`src/design/atan2pa_pkg.sv`:
```
// ----------------------------------------------------------------------------
// atan2pa_pkg
// Shared types, widths and fixed-point constants of the atan2 angle pipeline.
// ----------------------------------------------------------------------------
package atan2pa_pkg;

  localparam int INPUT_WIDTH_DEF = 16;

  // ratio a = min/max, unsigned Q1.16 in [0, 1], the integer bit only for exactly one
  localparam int FRAC_W  = 16;
  localparam int RATIO_W = FRAC_W + 1;
  localparam int Q16_W   = 18;
  localparam int PROD_W  = 2 * Q16_W;
  localparam int ANG_W   = 19;
  localparam int ANGLE_W = 16;

  typedef logic        [RATIO_W-1:0] ratio_t;
  typedef logic signed [Q16_W-1:0]   q16_t;
  typedef logic signed [PROD_W-1:0]  prod_t;
  typedef logic signed [ANG_W-1:0]   ang_t;
  typedef logic        [ANGLE_W-1:0] q13_t;

  // octant of the input vector, carried alongside the data
  typedef struct packed {
    logic swap;   // |y| > |x|
    logic xneg;
    logic yneg;
  } oct_t;

  localparam ratio_t ONE_Q16   = 17'd65536;
  localparam q16_t   C3_Q16    = -18'sd3047;
  localparam q16_t   C2_Q16    = 18'sd10441;
  localparam q16_t   C1_Q16    = -18'sd21471;
  localparam prod_t  HALF_Q16  = 36'sd32768;
  localparam ang_t   PI_2_Q16  = 19'sd102944;
  localparam ang_t   PI_Q16    = 19'sd205887;
  localparam ang_t   HALF_Q13  = 19'sd4;
  localparam q13_t   PI_Q13    = 16'd25736;

  // Q32 product back to Q16, round half up: floor((p + 2^15) / 2^16)
  function automatic q16_t rnd_q16(input prod_t p);
    prod_t w;
    w = p + HALF_Q16;
    return q16_t'(w[FRAC_W+Q16_W-1:FRAC_W]);
  endfunction

endpackage

```
`src/design/atan2_polynomial_angle.sv`:
```
// ----------------------------------------------------------------------------
// atan2_polynomial_angle
// Streaming atan2(y, x) in Q3.13 radians by ratio division and odd polynomial.
// ----------------------------------------------------------------------------
// Takes one vector per clock while the output is not stalled and returns one
// angle per vector, in order. The stages are one input stage (magnitudes and
// octant), a 17-stage restoring divider producing one quotient bit per stage,
// five polynomial stages with one multiplier each, and two fold and rounding
// stages ending in the output register. Stalls back-pressure stage by stage,
// so empty stages fill up before in_tready drops. A zero vector gives angle
// 0; the result is saturated to plus or minus pi (25736).
module atan2_polynomial_angle #(
  parameter int INPUT_WIDTH = atan2pa_pkg::INPUT_WIDTH_DEF
) (
  input  logic                                 clk,
  input  logic                                 rst_n,
  input  logic                                 in_tvalid,
  output logic                                 in_tready,
  // [INPUT_WIDTH-1:0] vec_x, [2*INPUT_WIDTH-1:INPUT_WIDTH] vec_y, rest zero
  input  logic [((2*INPUT_WIDTH+7)/8)*8-1:0]   in_tdata,
  output logic                                 out_tvalid,
  input  logic                                 out_tready,
  // [15:0] angle
  output logic [atan2pa_pkg::ANGLE_W-1:0]      out_tdata
);

  logic [INPUT_WIDTH-1:0] vec_x, vec_y, ax, ay;
  logic                   swap;
  logic                   vld_r;
  logic                   rdy0;
  logic [INPUT_WIDTH-1:0] mn_r, mx_r;
  atan2pa_pkg::oct_t      oct_r;

  logic                   div_ready, div_valid;
  atan2pa_pkg::ratio_t    div_quo;
  atan2pa_pkg::oct_t      div_oct;
  logic                   poly_ready, poly_valid;
  atan2pa_pkg::ratio_t    poly_r;
  atan2pa_pkg::oct_t      poly_oct;
  logic                   fold_ready;

  assign vec_x = in_tdata[INPUT_WIDTH-1:0];
  assign vec_y = in_tdata[2*INPUT_WIDTH-1:INPUT_WIDTH];
  assign ax    = vec_x[INPUT_WIDTH-1] ? INPUT_WIDTH'(~vec_x + 1'b1) : vec_x;
  assign ay    = vec_y[INPUT_WIDTH-1] ? INPUT_WIDTH'(~vec_y + 1'b1) : vec_y;
  assign swap  = ay > ax;

  assign rdy0      = ~vld_r | div_ready;
  assign in_tready = rdy0;

  always_ff @(posedge clk) begin
    if (!rst_n) begin
      vld_r <= 1'b0;
    end else if (rdy0) begin
      vld_r <= in_tvalid;
    end
  end

  always_ff @(posedge clk) begin
    if (rdy0 && in_tvalid) begin
      mn_r       <= swap ? ax : ay;
      mx_r       <= swap ? ay : ax;
      oct_r.swap <= swap;
      oct_r.xneg <= vec_x[INPUT_WIDTH-1];
      oct_r.yneg <= vec_y[INPUT_WIDTH-1];
    end
  end

  atan2pa_div #(
    .MAG_W (INPUT_WIDTH)
  ) u_div (
    .clk       (clk),
    .rst_n     (rst_n),
    .in_valid  (vld_r),
    .in_ready  (div_ready),
    .in_num    (mn_r),
    .in_den    (mx_r),
    .in_oct    (oct_r),
    .out_valid (div_valid),
    .out_ready (poly_ready),
    .out_quo   (div_quo),
    .out_oct   (div_oct)
  );

  atan2pa_poly u_poly (
    .clk       (clk),
    .rst_n     (rst_n),
    .in_valid  (div_valid),
    .in_ready  (poly_ready),
    .in_a      (div_quo),
    .in_oct    (div_oct),
    .out_valid (poly_valid),
    .out_ready (fold_ready),
    .out_r     (poly_r),
    .out_oct   (poly_oct)
  );

  atan2pa_fold u_fold (
    .clk       (clk),
    .rst_n     (rst_n),
    .in_valid  (poly_valid),
    .in_ready  (fold_ready),
    .in_r      (poly_r),
    .in_oct    (poly_oct),
    .out_valid (out_tvalid),
    .out_ready (out_tready),
    .out_angle (out_tdata)
  );

`ifndef NO_ASSERTIONS
  a_angle_range: assert property (@(posedge clk) disable iff (!rst_n)
    out_tvalid |-> ($signed(out_tdata) <= $signed(atan2pa_pkg::PI_Q13) &&
                    $signed(out_tdata) >= -$signed(atan2pa_pkg::PI_Q13)))
    else $error("angle outside plus or minus pi");
  a_no_bubble_stall: assert property (@(posedge clk) disable iff (!rst_n)
    !in_tready |-> (out_tvalid && !out_tready))
    else $error("input stalled while output side is free");
  a_reset_empty: assert property (@(posedge clk)
    !rst_n |=> !out_tvalid)
    else $error("output valid right after reset");
`endif

endmodule

```
`src/design/atan2pa_div.sv`:
```
// ----------------------------------------------------------------------------
// atan2pa_div
// Pipelined restoring divider: quotient (num << 16) / den, one bit per stage.
// num <= den is assumed, so the quotient fits in 17 bits; den of zero gives 0.
// ----------------------------------------------------------------------------
module atan2pa_div #(
  parameter int MAG_W = atan2pa_pkg::INPUT_WIDTH_DEF
) (
  input  logic                        clk,
  input  logic                        rst_n,
  input  logic                        in_valid,
  output logic                        in_ready,
  input  logic [MAG_W-1:0]            in_num,
  input  logic [MAG_W-1:0]            in_den,
  input  atan2pa_pkg::oct_t           in_oct,
  output logic                        out_valid,
  input  logic                        out_ready,
  output atan2pa_pkg::ratio_t         out_quo,
  output atan2pa_pkg::oct_t           out_oct
);

  localparam int NSTG  = atan2pa_pkg::RATIO_W;
  localparam int REM_W = MAG_W + 1;

  logic                      vld_r [0:NSTG-1];
  logic                      rdy   [0:NSTG];
  logic [REM_W-1:0]          rem_r [0:NSTG-2];
  logic [MAG_W-1:0]          den_r [0:NSTG-2];
  atan2pa_pkg::ratio_t       quo_r [0:NSTG-1];
  atan2pa_pkg::oct_t         oct_r [0:NSTG-1];

  assign rdy[NSTG] = out_ready;

  for (genvar k = 0; k < NSTG; k++) begin : g_stg
    logic                  vin;
    logic [REM_W-1:0]      rem_in;
    logic [MAG_W-1:0]      den_in;
    atan2pa_pkg::ratio_t   quo_in;
    atan2pa_pkg::oct_t     oct_in;
    logic                  ge;
    atan2pa_pkg::ratio_t   quo_nxt;

    if (k == 0) begin : g_first
      assign vin    = in_valid;
      assign rem_in = {1'b0, in_num};
      assign den_in = in_den;
      assign quo_in = '0;
      assign oct_in = in_oct;
    end else begin : g_next
      assign vin    = vld_r[k-1];
      assign rem_in = {rem_r[k-1][MAG_W-1:0], 1'b0};
      assign den_in = den_r[k-1];
      assign quo_in = quo_r[k-1];
      assign oct_in = oct_r[k-1];
    end

    assign ge      = (den_in != '0) && (rem_in >= {1'b0, den_in});
    assign quo_nxt = quo_in | ({{(NSTG-1){1'b0}}, ge} << (NSTG-1-k));
    assign rdy[k]  = ~vld_r[k] | rdy[k+1];

    always_ff @(posedge clk) begin
      if (!rst_n) begin
        vld_r[k] <= 1'b0;
      end else if (rdy[k]) begin
        vld_r[k] <= vin;
      end
    end

    always_ff @(posedge clk) begin
      if (rdy[k] && vin) begin
        quo_r[k] <= quo_nxt;
        oct_r[k] <= oct_in;
      end
    end

    // the last stage keeps no remainder or divisor, only the quotient and octant
    if (k < NSTG - 1) begin : g_rem
      always_ff @(posedge clk) begin
        if (rdy[k] && vin) begin
          rem_r[k] <= ge ? (rem_in - {1'b0, den_in}) : rem_in;
          den_r[k] <= den_in;
        end
      end
    end
  end

  assign in_ready  = rdy[0];
  assign out_valid = vld_r[NSTG-1];
  assign out_quo   = quo_r[NSTG-1];
  assign out_oct   = oct_r[NSTG-1];

`ifndef NO_ASSERTIONS
  a_quo_le_one: assert property (@(posedge clk) disable iff (!rst_n)
    out_valid |-> (out_quo <= atan2pa_pkg::ONE_Q16))
    else $error("divider quotient above one");
`endif

endmodule

```
`src/design/atan2pa_poly.sv`:
```
// ----------------------------------------------------------------------------
// atan2pa_poly
// Odd polynomial r = a + a*s*(C1 + s*(C2 + C3*s)), s = a*a, in Q0.16.
// Five stages, one multiplier and one rounding add in each.
// ----------------------------------------------------------------------------
module atan2pa_poly (
  input  logic                 clk,
  input  logic                 rst_n,
  input  logic                 in_valid,
  output logic                 in_ready,
  input  atan2pa_pkg::ratio_t  in_a,
  input  atan2pa_pkg::oct_t    in_oct,
  output logic                 out_valid,
  input  logic                 out_ready,
  output atan2pa_pkg::ratio_t  out_r,
  output atan2pa_pkg::oct_t    out_oct
);

  localparam int NSTG   = 5;
  localparam int Q_SIGN = atan2pa_pkg::Q16_W - 1;

  logic [NSTG-1:0]     vld_r;
  logic [NSTG-1:0]     rdy;
  logic [NSTG-1:0]     vin;
  atan2pa_pkg::oct_t   oct_r [0:NSTG-1];
  atan2pa_pkg::q16_t   a_r   [0:NSTG-2];
  atan2pa_pkg::q16_t   s_r   [0:NSTG-3];
  atan2pa_pkg::q16_t   t_r   [1:NSTG-2];
  atan2pa_pkg::ratio_t r_r;

  atan2pa_pkg::q16_t   a_in;
  atan2pa_pkg::prod_t  p0, p1, p2, p3, p4;
  atan2pa_pkg::q16_t   s_nxt, t1_nxt, t2_nxt, t3_nxt, r_raw;

  always_comb begin
    rdy[NSTG-1] = ~vld_r[NSTG-1] | out_ready;
    for (int k = NSTG - 2; k >= 0; k--) begin
      rdy[k] = ~vld_r[k] | rdy[k+1];
    end
  end

  assign vin = {vld_r[NSTG-2:0], in_valid};

  assign a_in   = atan2pa_pkg::q16_t'({1'b0, in_a});
  assign p0     = a_in * a_in;
  assign s_nxt  = atan2pa_pkg::rnd_q16(p0);
  assign p1     = atan2pa_pkg::C3_Q16 * s_r[0];
  assign t1_nxt = atan2pa_pkg::rnd_q16(p1) + atan2pa_pkg::C2_Q16;
  assign p2     = t_r[1] * s_r[1];
  assign t2_nxt = atan2pa_pkg::rnd_q16(p2) + atan2pa_pkg::C1_Q16;
  assign p3     = t_r[2] * s_r[2];
  assign t3_nxt = atan2pa_pkg::rnd_q16(p3);
  assign p4     = t_r[3] * a_r[3];
  assign r_raw  = atan2pa_pkg::rnd_q16(p4) + a_r[3];

  always_ff @(posedge clk) begin
    if (!rst_n) begin
      vld_r <= '0;
    end else begin
      for (int k = 0; k < NSTG; k++) begin
        if (rdy[k]) begin
          vld_r[k] <= vin[k];
        end
      end
    end
  end

  always_ff @(posedge clk) begin
    if (rdy[0] && vin[0]) begin
      a_r[0]   <= a_in;
      s_r[0]   <= s_nxt;
      oct_r[0] <= in_oct;
    end
    if (rdy[1] && vin[1]) begin
      a_r[1]   <= a_r[0];
      s_r[1]   <= s_r[0];
      t_r[1]   <= t1_nxt;
      oct_r[1] <= oct_r[0];
    end
    if (rdy[2] && vin[2]) begin
      a_r[2]   <= a_r[1];
      s_r[2]   <= s_r[1];
      t_r[2]   <= t2_nxt;
      oct_r[2] <= oct_r[1];
    end
    if (rdy[3] && vin[3]) begin
      a_r[3]   <= a_r[2];
      t_r[3]   <= t3_nxt;
      oct_r[3] <= oct_r[2];
    end
    if (rdy[4] && vin[4]) begin
      // negative correction clamps to zero
      r_r      <= r_raw[Q_SIGN] ? '0 : atan2pa_pkg::ratio_t'(r_raw[atan2pa_pkg::RATIO_W-1:0]);
      oct_r[4] <= oct_r[3];
    end
  end

  assign in_ready  = rdy[0];
  assign out_valid = vld_r[NSTG-1];
  assign out_r     = r_r;
  assign out_oct   = oct_r[NSTG-1];

`ifndef NO_ASSERTIONS
  a_r_le_one: assert property (@(posedge clk) disable iff (!rst_n)
    out_valid |-> (out_r <= atan2pa_pkg::ONE_Q16))
    else $error("polynomial result above one");
`endif

endmodule

```
`src/design/atan2pa_fold.sv`:
```
// ----------------------------------------------------------------------------
// atan2pa_fold
// Octant fold of the first-octant angle, rounding to Q3.13, saturation to pi
// and sign. Two stages; the second is the output register.
// ----------------------------------------------------------------------------
module atan2pa_fold (
  input  logic                 clk,
  input  logic                 rst_n,
  input  logic                 in_valid,
  output logic                 in_ready,
  input  atan2pa_pkg::ratio_t  in_r,
  input  atan2pa_pkg::oct_t    in_oct,
  output logic                 out_valid,
  input  logic                 out_ready,
  output atan2pa_pkg::q13_t    out_angle
);

  logic               vld0_r, vld1_r;
  logic               rdy0, rdy1;
  atan2pa_pkg::ang_t  f_r;
  logic               yneg_r;
  atan2pa_pkg::q13_t  angle_r;

  atan2pa_pkg::ang_t  rr, f1, f2, f_nxt, sum;
  atan2pa_pkg::q13_t  mag, mag_sat;

  assign rdy1 = ~vld1_r | out_ready;
  assign rdy0 = ~vld0_r | rdy1;

  always_comb begin
    rr    = atan2pa_pkg::ang_t'({2'b00, in_r});
    f1    = in_oct.swap ? (atan2pa_pkg::PI_2_Q16 - rr) : rr;
    f2    = in_oct.xneg ? (atan2pa_pkg::PI_Q16 - f1) : f1;
    f_nxt = f2[atan2pa_pkg::ANG_W-1] ? '0 : f2;
  end

  always_comb begin
    sum     = f_r + atan2pa_pkg::HALF_Q13;
    mag     = sum[atan2pa_pkg::ANG_W-1:3];
    mag_sat = (mag > atan2pa_pkg::PI_Q13) ? atan2pa_pkg::PI_Q13 : mag;
  end

  always_ff @(posedge clk) begin
    if (!rst_n) begin
      vld0_r <= 1'b0;
      vld1_r <= 1'b0;
    end else begin
      if (rdy0) begin
        vld0_r <= in_valid;
      end
      if (rdy1) begin
        vld1_r <= vld0_r;
      end
    end
  end

  always_ff @(posedge clk) begin
    if (rdy0 && in_valid) begin
      f_r    <= f_nxt;
      yneg_r <= in_oct.yneg;
    end
    if (rdy1 && vld0_r) begin
      angle_r <= yneg_r ? (~mag_sat + 1'b1) : mag_sat;
    end
  end

  assign in_ready  = rdy0;
  assign out_valid = vld1_r;
  assign out_angle = angle_r;

endmodule

```
`config.mk`:
```
export PLATFORM = sky130hd
export DESIGN_NAME = atan2_polynomial_angle
export DESIGN_NICKNAME = d
export VERILOG_FILES = /design/src/design/atan2pa_pkg.sv /design/src/design/atan2_polynomial_angle.sv /design/src/design/atan2pa_div.sv /design/src/design/atan2pa_poly.sv /design/src/design/atan2pa_fold.sv
export SDC_FILE = /design/constraint.sdc
export NUM_CORES = 2
export LEC_CHECK = 0
export BUFFER_PORTS_ARGS = -buffer_cell sky130_fd_sc_hd__buf_2
export CAP_MARGIN = 5
export CORE_ASPECT_RATIO = 1.5
export CORE_MARGIN = 2
export CORE_UTILIZATION = 50
export DETAILED_ROUTE_END_ITERATION = 7
export PLACE_DENSITY = 0.71
export SKIP_CTS_REPAIR_TIMING = 1
export SLEW_MARGIN = 20
export SYNTH_ARGS = -nofsm -noshare
export SYNTH_HDL_FRONTEND = slang
export SYNTH_SLANG_ARGS = --single-unit
export TNS_END_PERCENT = 30
```
`constraint.sdc`:
```
create_clock -name clk -period 13.3 [get_ports clk]
set_input_delay 2.66 -clock clk [delete_from_list [all_inputs] [get_ports clk]]
set_output_delay 2.66 -clock clk [all_outputs]
set_load 0.02 [all_outputs]
```
==> run_results.csv <==
group,metric,value,unit
timing,slew_violations,0,
placement,numPortBuffers,53,
worst_setup_path,slowest_delay,630,ps
yosys,syn_area_per_cell,10.57,µm²
run,cap_viol_max_count,0,
timing,rsz0062_at_grt,"false",
detailed_routing,ant_nets,0,
worst_setup_path,critPathCaptureType,"primary output",
pwr,peakVddDrop,95.34,µV
detailed_routing,drt-pass1-iter-count,6,
floorplan,die_w,361.1,µm
timing,fin_ws,3457,ps
status,status,"finished, final reports clean",
worst_setup_path,path_class,"input pin to primary output",
detailed_routing,vias,63592,
detailed_routing,routed_via_density,5.488,
clock_network,numCtsBuffers,100,
worst_setup_path,crit_chain,"buf_2, and2b_1, nand3_1, nor2_1, and2_1, nand2_1, nor3_1, nor3b_2, and3_1, and3_1, nand3_1, nor2_1, nand3_1, buf_2",
timing,fin_crit,9843,ps
layout,nNetsFinal,11070,
placement,placedCellCount,11401,
worst_setup_path,worst_path_most_repeated_cell,"nand3_1",
floorplan,core,190100,µm²
yosys,seq_area_frac_synth,31.83,%
clock_network,cts_tree,"done",
worst_setup_path,crit_required,10640,ps
floorplan,start_util,50.33,%
timing,tns,0,ps
placement,place_area,98730,µm²
worst_setup_path,cp.arrival,7180,ps
yosys,yosysUniqueCellTypes,89,
yosys,synthCells,9053,
timing,hold_viol,0,
worst_setup_path,start_kind,"input pin",
clock_network,clock_sinks,1017,
grt,grt_overflow,0,
yosys,yosysWarnings,0,
clock_network,cts_root_buf,"clkbuf_16",
detailed_routing,drt_iter0_markers,3404,
yosys,netlist_area,95660,µm²
timing,max_freq,0.1016,GHz
yosys,synth_seq_cells,1017,
worst_setup_path,cp_slowest_cell,"nor3_1",
worst_setup_path,crit_path_max_fanout,7,
clock_network,htree_num_levels,3,
pwr,p_per_area,66.71,nW/µm²
grt,antenna_found_initial,1,
yosys,synth.net_count,11092,
floorplan,die_h,539.7,µm
floorplan,io_pins,54,
clock_network,clk_latency,730,ps
grt,track_usage,22.68,%
worst_setup_path,critPathBufInv,2,
grt,grt_pass1_wl,351500,µm
pwr,leakage,45.37,nW
worst_hold_path,hold_class,"flip-flop to flip-flop",
layout,final_cells,11588,
grt,grt_start_max_net_pins,57,
placement,post-dp-hpwl,172400,µm
floorplan,design.die.area,194900,µm²
floorplan,row_count,196,
placement,pre_cts_slack,3560,ps
timing,slew_headroom,30.54,%
detailed_routing,wire_per_inst,18.57,µm
yosys,synthFlopType,"edfxtp_1",
timing,fin_skew,36.66,ps
clock_network,clock_path_buffers,3,
clock_network,clkTransAtPathRegs,70,ps
yosys,async_reset_ff_share,0,%
timing,worstMarginPinSlew,1040,ps
timing,hold_slack,406.6,ps
worst_setup_path,path_delay_family,"simple AND/OR/NAND/NOR gates",
detailed_routing,drt_wl_total,215100,µm
yosys,synth_edf_count,1008,
timing,setup_violations,0,
timing,fin_crit_sh,74.01,%
layout,final_area,102200,µm²
grt,grt_pass1_vias,69627,
layout,drive_above_1_share,4.291,%
placement,globalplace.congestion,0.9419,
detailed_routing,drc,0,
layout,syn_to_final_growth,6.814,%
==> path summary, 6_finish.rpt <==
kind              depth (start not counted)  slack [ps]                  to                from
hold / removal                            0         410  u_poly.oct_r[0][7]  u_poly.oct_r[0][4]
setup / recovery                         14        3460           in_tready          out_tready
setup reg to reg                         34        4010     u_poly.out_r[8]    u_poly.a_r[3][4]
hold reg to reg                           0         410  u_poly.oct_r[0][7]  u_poly.oct_r[0][4]
==> flip-flops by register name, summed over array words and instances, names as in the netlist, 3 cells and up <==
signal and cells:
u_fold.f_r 16, u_div.quo_r 153, u_poly.oct_r 15, u_div.den_r 256, u_poly.t_r 54, u_div.vld_r 17
mx_r 16, oct_r 3, u_poly.s_r 54, mn_r 16, u_div.rem_r 256, u_poly.vld_r 5
u_fold.out_angle 16, u_poly.a_r 68, u_div.oct_r 51, u_poly.out_r 17
==> cell type report <==
cell class              instances  area, µm²
flip-flops and latches       1017      30450
clock inverters                71      743.2
fillers                     16189      87880
inverters                    1791       6723
multi-input cells            6019      57890
repair buffers                102      676.9
diodes                          1      2.502
well taps                    2475       3097
clock buffers                 112       2590
==> cell usage in the layout (no fill, tap or decap), drive strengths merged, types with 12 or more instances in the layout <==
master  synthesis  layout
a211oi         27      27
a21boi         92      92
a21o          110     110
a21oi         359     359
a31oi          26      26
and2          550     550
and3           34      34
buf             8     102
clkbuf        218     112
clkinv          0      38
edfxtp       1008    1008
fa           1180    1180
ha            823     823
inv          1791    1805
mux2           44      44
mux2i          52      52
nand2         788     788
nand2b         76      76
nand3         111     111
nand4          82      82
nor2          356     356
nor2b          88      88
nor3           87      87
nor3b          12      12
nor4           97      97
o211ai         25      25
o21a           58      58
o21ai         235     235
o21bai         14      14
o31ai          50      50
o41ai          24      24
or2            28      28
or3            40      40
xnor2         297     297
xor2          129     129
==> power breakdown <==
part           internal [W]  switching (W)  total, W
Clock               0.00161        0.00129   0.00290
Sequential          0.00353      0.0000308   0.00356
Combinational      0.000146       0.000201  0.000346
==> per-stage QoR <==
step | power [W] | util (%)
2_1_floorplan | 0.003875 | -
4_1_cts | 0.006875 | 53.70
6_report | 0.006815 | 53.76
3_5_place_dp | 0.003975 | 51.95
5_1_grt | 0.007030 | 53.76
3_3_place_gp | 0.003965 | 51.95
==> Yosys cell counts (76+ instances only) <==
| master | n | area [µm²] |
|---|---|---|
| a21boi_0 | 91 | 683.2 |
| a21o_1 | 110 | 825.8 |
| a21oi_1 | 356 | 1782 |
| and2_1 | 550 | 3441 |
| clkbuf_1 | 218 | 818.3 |
| edfxtp_1 | 1008 | 30270 |
| fa_1 | 1180 | 23620 |
| ha_1 | 823 | 10300 |
| inv_1 | 1791 | 6723 |
| nand2_1 | 788 | 2958 |
| nand2b_1 | 76 | 475.5 |
| nand3_1 | 110 | 550.5 |
| nand4_1 | 82 | 513.0 |
| nor2_1 | 356 | 1336 |
| nor2b_1 | 88 | 550.5 |
| nor3_1 | 87 | 435.4 |
| nor4_1 | 96 | 600.6 |
| o21ai_0 | 225 | 1126 |
| xnor2_1 | 296 | 2592 |
| xor2_1 | 128 | 1121 |
==> routing by layer <==
metal	routed length [µm]	share of wire [%]	global-route usage (%)
met1	71380	33	21.84
met4	15130	7.0	14.43
met5	0	0	0
met3	6686	3.1	2.073
met2	122000	57	45.25
==> cells by family (layout without fill, tap and decap cells) <==
group | count (synthesis) | after routing | synth area share, %
xor gates and xnor gates | 426 | 426 | 3.916
buffers and inverters | 2017 | 2076 | 7.923
DFF | 1017 | 1017 | 31.83
other | 0 | 1 | 0
adders and majority gates | 2003 | 2003 | 35.46
muxes | 96 | 96 | 1.066
and+or+nand+nor | 2384 | 2384 | 12.48
AOI/OAI and AO/OA | 1110 | 1110 | 7.318
(Power assumes the default switching activity.)
